[src/hdl/fop_pkg.sv]
// Shared types, constants and helpers for the flux observer / PLL estimator.
// Used by fop_ctrl, fop_dp and flux_observer_pll_unit; no dependencies.
package fop_pkg;

  localparam logic [2:0] RegStatorRes  = 3'd0;
  localparam logic [2:0] RegStatorInd  = 3'd1;
  localparam logic [2:0] RegFluxLink   = 3'd2;
  localparam logic [2:0] RegPllProp    = 3'd3;
  localparam logic [2:0] RegPllInt     = 3'd4;
  localparam logic [2:0] RegObsGain    = 3'd5;
  localparam logic [2:0] RegStepTime   = 3'd6;

  localparam logic [15:0] StatorResReset = 16'd410;
  localparam logic [23:0] StatorIndReset = 24'd168;
  localparam logic [23:0] FluxLinkReset  = 24'd83886;
  localparam logic [31:0] PllPropReset   = 32'd131072000;
  localparam logic [31:0] PllIntReset    = 32'd10240000;
  localparam logic [31:0] ObsGainReset   = 32'd64000000;
  localparam logic [31:0] StepTimeReset  = 32'd214748;

  localparam logic signed [33:0] TwoPiQ29    = 34'sd3373259426;
  localparam logic signed [33:0] InvTwoPiQ24 = 34'sd2670177;

  typedef struct packed {
    logic [15:0] stator_resistance;
    logic [23:0] stator_inductance;
    logic [23:0] flux_linkage;
    logic [31:0] pll_prop_gain;
    logic [31:0] pll_int_gain;
    logic [31:0] observer_gain;
    logic [31:0] step_time;
  } cfg_t;

  typedef enum logic [4:0] {
    OP_NONE, OP_CAPTURE, OP_RESTART, OP_LA, OP_LB, OP_E, OP_LL, OP_SA, OP_SB,
    OP_ERR, OP_G, OP_XA1, OP_XA2, OP_FA, OP_XB1, OP_XB2, OP_FB, OP_CP, OP_CI,
    OP_D, OP_T, OP_W, OP_P, OP_M1, OP_M2, OP_K, OP_T2, OP_SP, OP_OUT
  } dp_op_e;

  typedef struct packed {
    dp_op_e     op;
    logic [4:0] iter;
  } dp_cmd_t;

  typedef struct packed {
    logic vec_zero;
  } dp_sts_t;

  function automatic logic signed [31:0] sat32(input logic signed [69:0] v);
    if (v > 70'sd2147483647) begin
      return 32'sd2147483647;
    end else if (v < -70'sd2147483647) begin
      return -32'sd2147483647;
    end
    return v[31:0];
  endfunction

  function automatic logic [31:0] atan_turn(input logic [4:0] i);
    logic [31:0] r;
    case (i)
      5'd0:  r = 32'h20000000;
      5'd1:  r = 32'h12E4051E;
      5'd2:  r = 32'h09FB385B;
      5'd3:  r = 32'h051111D4;
      5'd4:  r = 32'h028B0D43;
      5'd5:  r = 32'h0145D7E1;
      5'd6:  r = 32'h00A2F61E;
      5'd7:  r = 32'h00517C55;
      5'd8:  r = 32'h0028BE53;
      5'd9:  r = 32'h00145F2F;
      5'd10: r = 32'h000A2F98;
      5'd11: r = 32'h000517CC;
      5'd12: r = 32'h00028BE6;
      5'd13: r = 32'h000145F3;
      5'd14: r = 32'h0000A2FA;
      5'd15: r = 32'h0000517D;
      5'd16: r = 32'h000028BE;
      5'd17: r = 32'h0000145F;
      5'd18: r = 32'h00000A30;
      5'd19: r = 32'h00000518;
      5'd20: r = 32'h0000028C;
      5'd21: r = 32'h00000146;
      5'd22: r = 32'h000000A3;
      5'd23: r = 32'h00000051;
      5'd24: r = 32'h00000029;
      5'd25: r = 32'h00000014;
      5'd26: r = 32'h0000000A;
      5'd27: r = 32'h00000005;
      5'd28: r = 32'h00000003;
      5'd29: r = 32'h00000001;
      5'd30: r = 32'h00000001;
      default: r = 32'h00000000;
    endcase
    return r;
  endfunction

endpackage

[src/hdl/fop_ctrl.sv]
// Sequencer for the estimator: walks the datapath through one sample, runs the
// CORDIC iterations and owns the input and result handshakes. Depends on fop_pkg.
module fop_ctrl #(
  parameter int CORDIC_STEPS = 16
) (
  input  logic            clk_i,
  input  logic            rst_ni,
  input  logic            in_valid_i,
  output logic            in_stall_o,
  input  logic            cmd_i,
  output logic            out_valid_o,
  input  logic            out_stall_i,
  output fop_pkg::dp_cmd_t dp_cmd_o,
  input  fop_pkg::dp_sts_t dp_sts_i
);
  import fop_pkg::*;

  localparam logic [4:0] ST_IDLE = 5'd0;
  localparam logic [4:0] ST_LA   = 5'd1;
  localparam logic [4:0] ST_LB   = 5'd2;
  localparam logic [4:0] ST_E1   = 5'd3;
  localparam logic [4:0] ST_LL   = 5'd4;
  localparam logic [4:0] ST_SA   = 5'd5;
  localparam logic [4:0] ST_SB   = 5'd6;
  localparam logic [4:0] ST_ERR  = 5'd7;
  localparam logic [4:0] ST_G    = 5'd8;
  localparam logic [4:0] ST_XA1  = 5'd9;
  localparam logic [4:0] ST_XA2  = 5'd10;
  localparam logic [4:0] ST_FA   = 5'd11;
  localparam logic [4:0] ST_XB1  = 5'd12;
  localparam logic [4:0] ST_XB2  = 5'd13;
  localparam logic [4:0] ST_FB   = 5'd14;
  localparam logic [4:0] ST_E2   = 5'd15;
  localparam logic [4:0] ST_CP   = 5'd16;
  localparam logic [4:0] ST_CI   = 5'd17;
  localparam logic [4:0] ST_D    = 5'd18;
  localparam logic [4:0] ST_T    = 5'd19;
  localparam logic [4:0] ST_W    = 5'd20;
  localparam logic [4:0] ST_P    = 5'd21;
  localparam logic [4:0] ST_M1   = 5'd22;
  localparam logic [4:0] ST_M2   = 5'd23;
  localparam logic [4:0] ST_K    = 5'd24;
  localparam logic [4:0] ST_T2   = 5'd25;
  localparam logic [4:0] ST_SP   = 5'd26;
  localparam logic [4:0] ST_DONE = 5'd27;
  localparam logic [4:0] ST_RST  = 5'd28;

  logic [4:0] state_q, state_d;
  logic [4:0] iter_q, iter_d;
  logic       out_valid_q, out_valid_d;
  logic       load;

  assign in_stall_o  = (state_q != ST_IDLE);
  assign out_valid_o = out_valid_q;
  assign load        = (state_q == ST_DONE) && (!out_valid_q || !out_stall_i);

  always_comb begin
    state_d     = state_q;
    iter_d      = iter_q;
    dp_cmd_o.op = OP_NONE;
    dp_cmd_o.iter = iter_q;
    unique case (state_q)
      ST_IDLE: begin
        if (in_valid_i) begin
          dp_cmd_o.op = OP_CAPTURE;
          state_d = cmd_i ? ST_RST : ST_LA;
        end
      end
      ST_RST: begin dp_cmd_o.op = OP_RESTART; state_d = ST_DONE; end
      ST_LA:  begin dp_cmd_o.op = OP_LA;  state_d = ST_LB;  end
      ST_LB:  begin dp_cmd_o.op = OP_LB;  state_d = ST_E1;  end
      ST_E1:  begin dp_cmd_o.op = OP_E;   state_d = ST_LL;  end
      ST_LL:  begin dp_cmd_o.op = OP_LL;  state_d = ST_SA;  end
      ST_SA:  begin dp_cmd_o.op = OP_SA;  state_d = ST_SB;  end
      ST_SB:  begin dp_cmd_o.op = OP_SB;  state_d = ST_ERR; end
      ST_ERR: begin dp_cmd_o.op = OP_ERR; state_d = ST_G;   end
      ST_G:   begin dp_cmd_o.op = OP_G;   state_d = ST_XA1; end
      ST_XA1: begin dp_cmd_o.op = OP_XA1; state_d = ST_XA2; end
      ST_XA2: begin dp_cmd_o.op = OP_XA2; state_d = ST_FA;  end
      ST_FA:  begin dp_cmd_o.op = OP_FA;  state_d = ST_XB1; end
      ST_XB1: begin dp_cmd_o.op = OP_XB1; state_d = ST_XB2; end
      ST_XB2: begin dp_cmd_o.op = OP_XB2; state_d = ST_FB;  end
      ST_FB:  begin dp_cmd_o.op = OP_FB;  state_d = ST_E2;  end
      ST_E2:  begin dp_cmd_o.op = OP_E;   state_d = ST_CP;  end
      ST_CP: begin
        dp_cmd_o.op = OP_CP;
        iter_d = '0;
        state_d = ST_CI;
      end
      ST_CI: begin
        if (dp_sts_i.vec_zero) begin
          state_d = ST_D;
        end else begin
          dp_cmd_o.op = OP_CI;
          iter_d = iter_q + 5'd1;
          if (iter_q == 5'(CORDIC_STEPS - 1)) begin
            state_d = ST_D;
          end
        end
      end
      ST_D:   begin dp_cmd_o.op = OP_D;   state_d = ST_T;   end
      ST_T:   begin dp_cmd_o.op = OP_T;   state_d = ST_W;   end
      ST_W:   begin dp_cmd_o.op = OP_W;   state_d = ST_P;   end
      ST_P:   begin dp_cmd_o.op = OP_P;   state_d = ST_M1;  end
      ST_M1:  begin dp_cmd_o.op = OP_M1;  state_d = ST_M2;  end
      ST_M2:  begin dp_cmd_o.op = OP_M2;  state_d = ST_K;   end
      ST_K:   begin dp_cmd_o.op = OP_K;   state_d = ST_T2;  end
      ST_T2:  begin dp_cmd_o.op = OP_T2;  state_d = ST_SP;  end
      ST_SP:  begin dp_cmd_o.op = OP_SP;  state_d = ST_DONE; end
      ST_DONE: begin
        if (load) begin
          dp_cmd_o.op = OP_OUT;
          state_d = ST_IDLE;
        end
      end
      default: state_d = ST_IDLE;
    endcase
  end

  always_comb begin
    out_valid_d = out_valid_q && out_stall_i;
    if (load) begin
      out_valid_d = 1'b1;
    end
  end

  always_ff @(posedge clk_i or negedge rst_ni) begin
    if (!rst_ni) begin
      state_q     <= ST_IDLE;
      iter_q      <= '0;
      out_valid_q <= 1'b0;
    end else begin
      state_q     <= state_d;
      iter_q      <= iter_d;
      out_valid_q <= out_valid_d;
    end
  end

endmodule

[config.mk]
export PLATFORM = sky130hd
export DESIGN_NAME = fop_ctrl
export DESIGN_NICKNAME = d
export VERILOG_FILES = /design/src/hdl/fop_pkg.sv /design/src/hdl/fop_ctrl.sv
export SDC_FILE = /design/constraint.sdc
export NUM_CORES = 1
export LEC_CHECK = 0
export BUFFER_PORTS_ARGS = -buffer_cell sky130_fd_sc_hd__buf_4
export CAP_MARGIN = 20
export CORE_AREA = 2 2 43 53
export CTS_CLUSTER_SIZE = 10
export DETAILED_ROUTE_END_ITERATION = 6
export DIE_AREA = 0 0 45 55
export PLACE_DENSITY = 0.74
export SLEW_MARGIN = 30
export SYNTH_ARGS = -nofsm -noshare
export SYNTH_HDL_FRONTEND = slang
export SYNTH_SLANG_ARGS = --single-unit
[constraint.sdc]
create_clock -name clk_i -period 2.05 [get_ports clk_i]
set_clock_uncertainty 0.1 [all_clocks]
set_input_delay 0.1025 -clock clk_i [delete_from_list [all_inputs] [get_ports clk_i]]
set_output_delay 0.1025 -clock clk_i [all_outputs]
set_load 0.02 [all_outputs]
### Word-level counts from Yosys, hierarchy flattened

Index checks and enable logic that the tools add are counted.

* output and inout port bits: 12
* word-level logic and storage cells: 62
* input bits: 6
* register bits after elaboration: 11

* equality and inequality tests: 33
* mux-type cells: 13
* reduce and logical (&&, ||, !) cells: 12
* $add $sub $neg: 1

Operators by type and width (number)
* $pmux 5 s28: 2
* $eq 5x5->1 const B: 13
* $eq 5x4->1 const B: 9
* $mux 5: 8
* $eq 5x3->1 const B: 4
* $eq 5x2->1 const B: 2
* $pmux 5 s2: 1
* $ne 2x2->1 const B: 3
* $add 5x1->5 const B: 1
* $eq 5x1->1 const B: 1
* $logic_not 5->1: 1
* $reduce_bool 5->1: 1
* $reduce_or 2->1: 2
* $ne 3x3->1 const B: 1
* $reduce_and 3->1: 1
* $logic_and 1x1->1: 2
* $logic_not 1->1: 2
* $mux 1: 2
* $reduce_and 2->1: 1
* $reduce_bool 2->1: 1
* $logic_or 1x1->1: 1

### Longest topological paths before layout

Gate-level depths: netlist of the first run.

* depth in word-level cells: 5
* mapped depth: 6
* depth with buffers taken out: 6

### Worst setup path after synthesis of the first run

No wires, ideal clock.

* path type: flip-flop to output port
* from: register state_q[1]
* to: output port dp_cmd_o[6] (netlist name)
* required time: 1.847 ns
* setup slack: -0.194 ns
* arrival: 2.041 ns
* cell stages (with the launch flop): 6
* cell sequence: dfrtp_1 -> buf_2 -> buf_1 -> a21oi_1 -> nor2_1 -> a2111oi_0

RTL lines
* start: declaration: line fop_ctrl.sv:48 `logic [4:0] state_q, state_d;`
* start signal: assignment: line fop_ctrl.sv:133 `state_q <= state_d;`
* end: declaration: line fop_ctrl.sv:13 `output fop_pkg::dp_cmd_t dp_cmd_o,`

==> flow_summary.yaml, run 1 <==
floorplanning:
  num_rows: 18
  die_area_um2: 2475
  core_um2: 1982
  initial_core_util: 0.5044
  die_w_um: 45
  ios: 18
  die_h_um: 55
timing:
  timing_hold_violations_final: 0
  rsz0062_at_grt: "no"
  finalSetupViolCount: 0
  slew_viol_final: 0
  slew_headroom: 0.6803
  fin_tns_setup_ns: 0
  fin_ws_ns: 0.1496
  fin_hold_ws_ns: 0.02928
  period_needed_ns: 1.900
  tightest_slew_ns: 0.4752
  timing.fmax_ghz: 0.5262
  period_share: 0.9270
layout:
  diodes: 0
  syn2layout_area_growth_pct: 19.52
  nets: 154
  regArea_um2: 279.0
  multiInputGateArea_um2: 648.1
  final_layout_size_suffix_gt1_frac: 0.2828
  layout_common_cells: "buf_4, nand2_1, o21ai_0, a21oi_1"
  fin_cells: 165
  nFillCells: 189
  final_common_cell: "buf_4"
worst_setup_path:
  crit_end: "dp_cmd_o[6]"
  worstPathCellList: "buf_4 > a31o_2 > a2111oi_2 > buf_4"
  crit_path_start: "state_q[4]"
  cp.required_ns: 1.85
  r2r_setup_slack_ns: 0.22
  crit_buf_inv: 2
  timing.rr.end: "state_q[1]"
  end_kind: "output pin"
  crit_fanout: 9
  cp_slowest_stage_delay_ns: 0.47
  worstSetupPathType: "flip-flop to output pin"
  crit_path_top_delay_cell: "dfrtp_1"
  r2r-start: "state_q[1]"
  cp_common_cell: "buf_4"
  arrival_ns: 1.70
  critical_path.top_delay_family: "compound AO/OA/AOI/OAI gates"
  cp-start-kind: "flip-flop"
  crit_cells: 4
  r2r_cells: 4
power_and_ir_drop:
  p_leak_nw: 0.5090
  power_density_nw_per_um2: 1944
  ir_drop_uv: 1024
  total_power_mw: 2.323
yosys:
  ys_async_sr_fraction: 1.000
  synth.area.mux_share: 0.01001
  ys_types: 47
  yosysSeqAreaShare: 0.2753
  synth-xor-area-share: 0.008761
  avgSynthCellArea_um2: 7.872
  yosys.area.top_type_share: 0.2753
  syn_area_um2: 999.7
  ys_ff_latch: 11
  synth-compound-area-share: 0.3004
  synth_top_cell_by_area: "dfrtp_1"
  synthSimpleGateAreaFrac: 0.2866
  synth_top_family_by_area: "compound AO/OA/AOI/OAI gates"
  ys_warn_count: 0
  synthTopCellsByArea: "dfrtp_1, nand2_1, a21oi_1"
  synth_nets: 135
  synthCells: 127
  synth_edf_count: 0
  synth-main-ff-cell: "dfrtp_1"
  synthAdderAreaFrac: 0.03630
grt:
  grt.total_usage: 0.2131
  grt_pass1_wl_mm: 3.850
  grt_pass1_vias: 884
  grt_overflow_total: 0
  grt_max_degree: 17
  antenna_found_initial: 0
placed_design:
  dp_slack_ns: 0.2193
  placedCellCount: 157
  io_buffer_count: 17
  place.gp.congestion: 0.8505
  hpwl_mm: 1.740
clocking:
  cts_tree: "built"
  clock_latency_ns: 0.28
  clk_pin_slew_ns: 0.08
  clock_sinks: 11
  htree_levels: 1
  root_buffer: "clkbuf_4"
  cts.path.max_buffers: 2
  cts_buffers: 3
route:
  vias: 1053
  drt-initial-drc-count: 26
  drcViolationCount: 0
  vias_per_cell: 6.382
  routed_wl_mm: 2.506
  firstDrtPassIters: 5
  ant_nets: 0
  wl_per_cell_um: 15.19
run_status:
  outcome: "finished, final reports clean"
job:
  maxCapViolCount: 0
worst_hold_path:
  hold_path.class: "input port to flip-flop"
## kinds of logic after synthesis
group | Yosys count
buf+inv | 16
fa+ha+maj | 3
mux | 1
simple gates | 52
xor+xnor | 1
compound gates | 43
flops | 11
## worst min-delay path by stage
stage / start / slack, ns / to / cells past startpoint
after floorplan: rst_ni / -0.29 / iter_q[0] / 0
after global placement: rst_ni / -0.15 / iter_q[4] / 1
after detailed placement: rst_ni / -0.15 / iter_q[4] / 1
after CTS: out_stall_i / 0.02 / out_valid_o / 3
after global routing: out_stall_i / 0.05 / out_valid_o / 3
final: out_stall_i / 0.03 / out_valid_o / 3
## metal layers
metal	wire length (um)	vias to the layer above	GRT usage
met3	136	4	0.04221
li1	-	511	-
met2	1289	42	0.3905
met5	0	-	0
met4	29	0	0.05882
met1	1050	496	0.2490
## area by class of cell
cell class                      count  area share
Sequential cell                    11      0.2335
Multi-Input combinational cell    100      0.5424
Tap cell                           20     0.02094
Inverter                            3    0.009424
Clock buffer                        4     0.02199
Timing Repair Buffer               27      0.1717
## tightest hold or removal path, stage by stage
cell	delay (ns)
buf_4	0.09
nand2_1	0.08
o31ai_1	0.09
## repair_timing
item                       CTS  global route
resized for setup            1             3
gates cloned                 0             0
setup buffers                0             3
setup endpoints to repair    2             1
hold buffers                 1             0
pin swaps                    0             0
hold endpoints to repair    11             0
## power breakdown
| part | total, mW | leakage [nW] | internal (mW) | switching (mW) |
|---|---|---|---|---|
| clock | 0.159 | 0.0150 | 0.0755 | 0.0830 |
| combinational | 1.64 | 0.370 | 0.756 | 0.881 |
| sequential | 0.527 | 0.124 | 0.326 | 0.201 |
## registers in the layout, indices dropped and copies added, names as in the netlist
register and count:
out_valid_o 1, state_q 5, iter_q 5
## stage by stage
stage	cell area [um2]	utilization
3_3_place_gp	1127	0.5688
5_1_grt	1195	0.6029
3_5_place_dp	1127	0.5688
2_1_floorplan	1001	-
4_1_cts	1165	0.5878
6_report	1195	0.6029
## cell usage after synthesis, types with 2 or more instances
cell      instances
a22o_1            3
dfrtp_1          11
a21oi_1          10
buf_1             3
buf_2             6
ha_1              2
nand3_1           2
nor2b_1           3
nand2_1          17
clkbuf_1          2
a21o_1            2
nor3_1            7
buf_6             2
o31ai_1           2
nor2_1            8
a221oi_1          2
nor4_1            2
nor3b_1           3
o21ai_0          10
inv_1             3
No activity file was read; power rests on OpenSTA's default activity.
==> run 2, diff against run 1 <==
--- a/config.mk
+++ b/config.mk
@@ -7,11 +7,10 @@
 export LEC_CHECK = 0
 export BUFFER_PORTS_ARGS = -buffer_cell sky130_fd_sc_hd__buf_4
 export CAP_MARGIN = 20
-export CORE_AREA = 2 2 43 53
+export CORE_AREA = 2 2 47 57
 export CTS_CLUSTER_SIZE = 10
 export DETAILED_ROUTE_END_ITERATION = 6
-export DIE_AREA = 0 0 45 55
-export PLACE_DENSITY = 0.74
+export DIE_AREA = 0 0 49 59
 export SLEW_MARGIN = 30
 export SYNTH_ARGS = -nofsm -noshare
 export SYNTH_HDL_FRONTEND = slang
==> run 2 against run 1 <==
  * Flip-flop and latch count did not move
  * Hold slack got worse by 0.0016 ns
  * Setup slack got worse by 0.048 ns
  * Final cell count rose by 6.1%
  * Global-route usage fell by 2.3 points
  * Die area rose by 17%
  * Non-clock buffer count fell by 1
  * Largest power group unchanged
  * Highest routed layer unchanged
==> flow_summary.yaml, run 2 (same netlist as run 1, synthesis figures left out) <==
run_status:
  outcome: "finished, final reports clean"
route:
  drcViolationCount: 0
  vias: 1037
  ant_nets: 0
  vias_per_cell: 5.926
  drt-initial-drc-count: 15
  wl_per_cell_um: 14.24
  routed_wl_mm: 2.492
  firstDrtPassIters: 4
layout:
  fin_cells: 175
  nets: 153
  final_common_cell: "buf_4"
  final_layout_size_suffix_gt1_frac: 0.2778
  regArea_um2: 277.8
  layout_common_cells: "buf_4, nand2_1, o21ai_0, a21oi_1, dfrtp_1"
  nFillCells: 240
  syn2layout_area_growth_pct: 20.15
  diodes: 0
  multiInputGateArea_um2: 648.1
clocking:
  clock_sinks: 11
  cts.path.max_buffers: 2
  clk_pin_slew_ns: 0.08
  cts_setup_buffers: 0
  htree_levels: 1
  root_buffer: "clkbuf_4"
  cts_buffers: 3
  clock_latency_ns: 0.27
  cts_tree: "built"
worst_setup_path:
  cp.required_ns: 1.85
  arrival_ns: 1.75
  worstSetupPathType: "flip-flop to output pin"
  end_kind: "output pin"
  crit_fanout: 9
  cp-start-kind: "flip-flop"
timing:
  slew_viol_final: 0
  fin_tns_setup_ns: 0
  tightest_slew_ns: 0.3542
  timing.fmax_ghz: 0.5133
  timing_hold_violations_final: 0
  slew_headroom: 0.7617
  fin_ws_ns: 0.1019
  rsz0062_at_grt: "no"
  period_share: 0.9503
  period_needed_ns: 1.948
  finalSetupViolCount: 0
placed_design:
  io_buffer_count: 17
  hpwl_mm: 1.850
  dp_slack_ns: 0.2377
  placedCellCount: 170
  place.gp.congestion: 0.8062
floorplanning:
  die_w_um: 49
  core_um2: 2306
  die_h_um: 59
  initial_core_util: 0.4335
  die_area_um2: 2891
  num_rows: 19
  ios: 18
power_and_ir_drop:
  ir_drop_uv: 1071
  p_leak_nw: 0.5076
  power_density_nw_per_um2: 1906
  total_power_mw: 2.289
worst_hold_path:
  hold_path.class: "input port to flip-flop"
grt:
  antenna_found_initial: 0
  grt_overflow_total: 0
  grt_pass1_vias: 884
  grt_max_degree: 18
  grt.total_usage: 0.1905
  grt_pass1_wl_mm: 4.140
job:
  maxCapViolCount: 0
-- run 2: changes by cell type in the layout (fill, tap and decap cells not counted), sizes merged --
cell    previous run  this run
buf               26        25
clkbuf             4         3
clkinv             0         1
-- run 2: layer usage --
layer  share of wire  global-route usage
met1            0.44              0.2252
met2            0.50              0.3483
met3           0.048             0.03283
met4          0.0092             0.06939
met5               0                   0
-- run 2: path summary, 6_finish.rpt --
path,startpoint,endpoint,slack [ns],cells past startpoint
hold reg to reg,iter_q[4],iter_q[4],0.46,2
setup reg to reg,state_q[1],state_q[1],0.21,4
min in group asynchronous,rst_ni,iter_q[4],0.10,2
setup / recovery,state_q[4],dp_cmd_o[6],0.10,4
hold / removal,out_stall_i,out_valid_o,0.03,3
max in group asynchronous,rst_ni,state_q[2],1.59,2
-- run 2: area by class of cell --
class / count / area share
multi-input cells: 100 / 0.5396
flip-flops and latches: 11 / 0.2313
repair buffers: 26 / 0.1646
well taps: 31 / 0.03229
clock buffers: 3 / 0.01875
inverters: 3 / 0.009375
clock inverters: 1 / 0.004167
-- run 2: report_power, final --
part,internal [mW],switching [mW],leakage [nW]
Clock,0.0722,0.0821,0.0177
Combinational,0.738,0.874,0.365
Sequential,0.324,0.198,0.125
-- run 2: worst max-delay path, cell delays in order, from the launching register on --
cell and delay, ns:
dfrtp_1 0.49, buf_4 0.21, a31o_2 0.20, a2111oi_1 0.37, buf_4 0.21
-- run 2: timing repair --
action,CTS,global route
endpoints found under the hold margin,11,0
resized for setup,0,3
endpoints found under the setup margin,0,3
hold buffers,1,0
-- run 2: metrics by stage --
step                instance area [um2]    util  hold slack, ns
global route                       1201  0.5209         0.01681
CTS                                1194  0.5176         0.01415
detailed placement                 1156  0.5014         -0.1517
finish                             1201  0.5209         0.02763
global placement                   1156  0.5014         -0.1560
floorplan                          1001       -         -0.2931
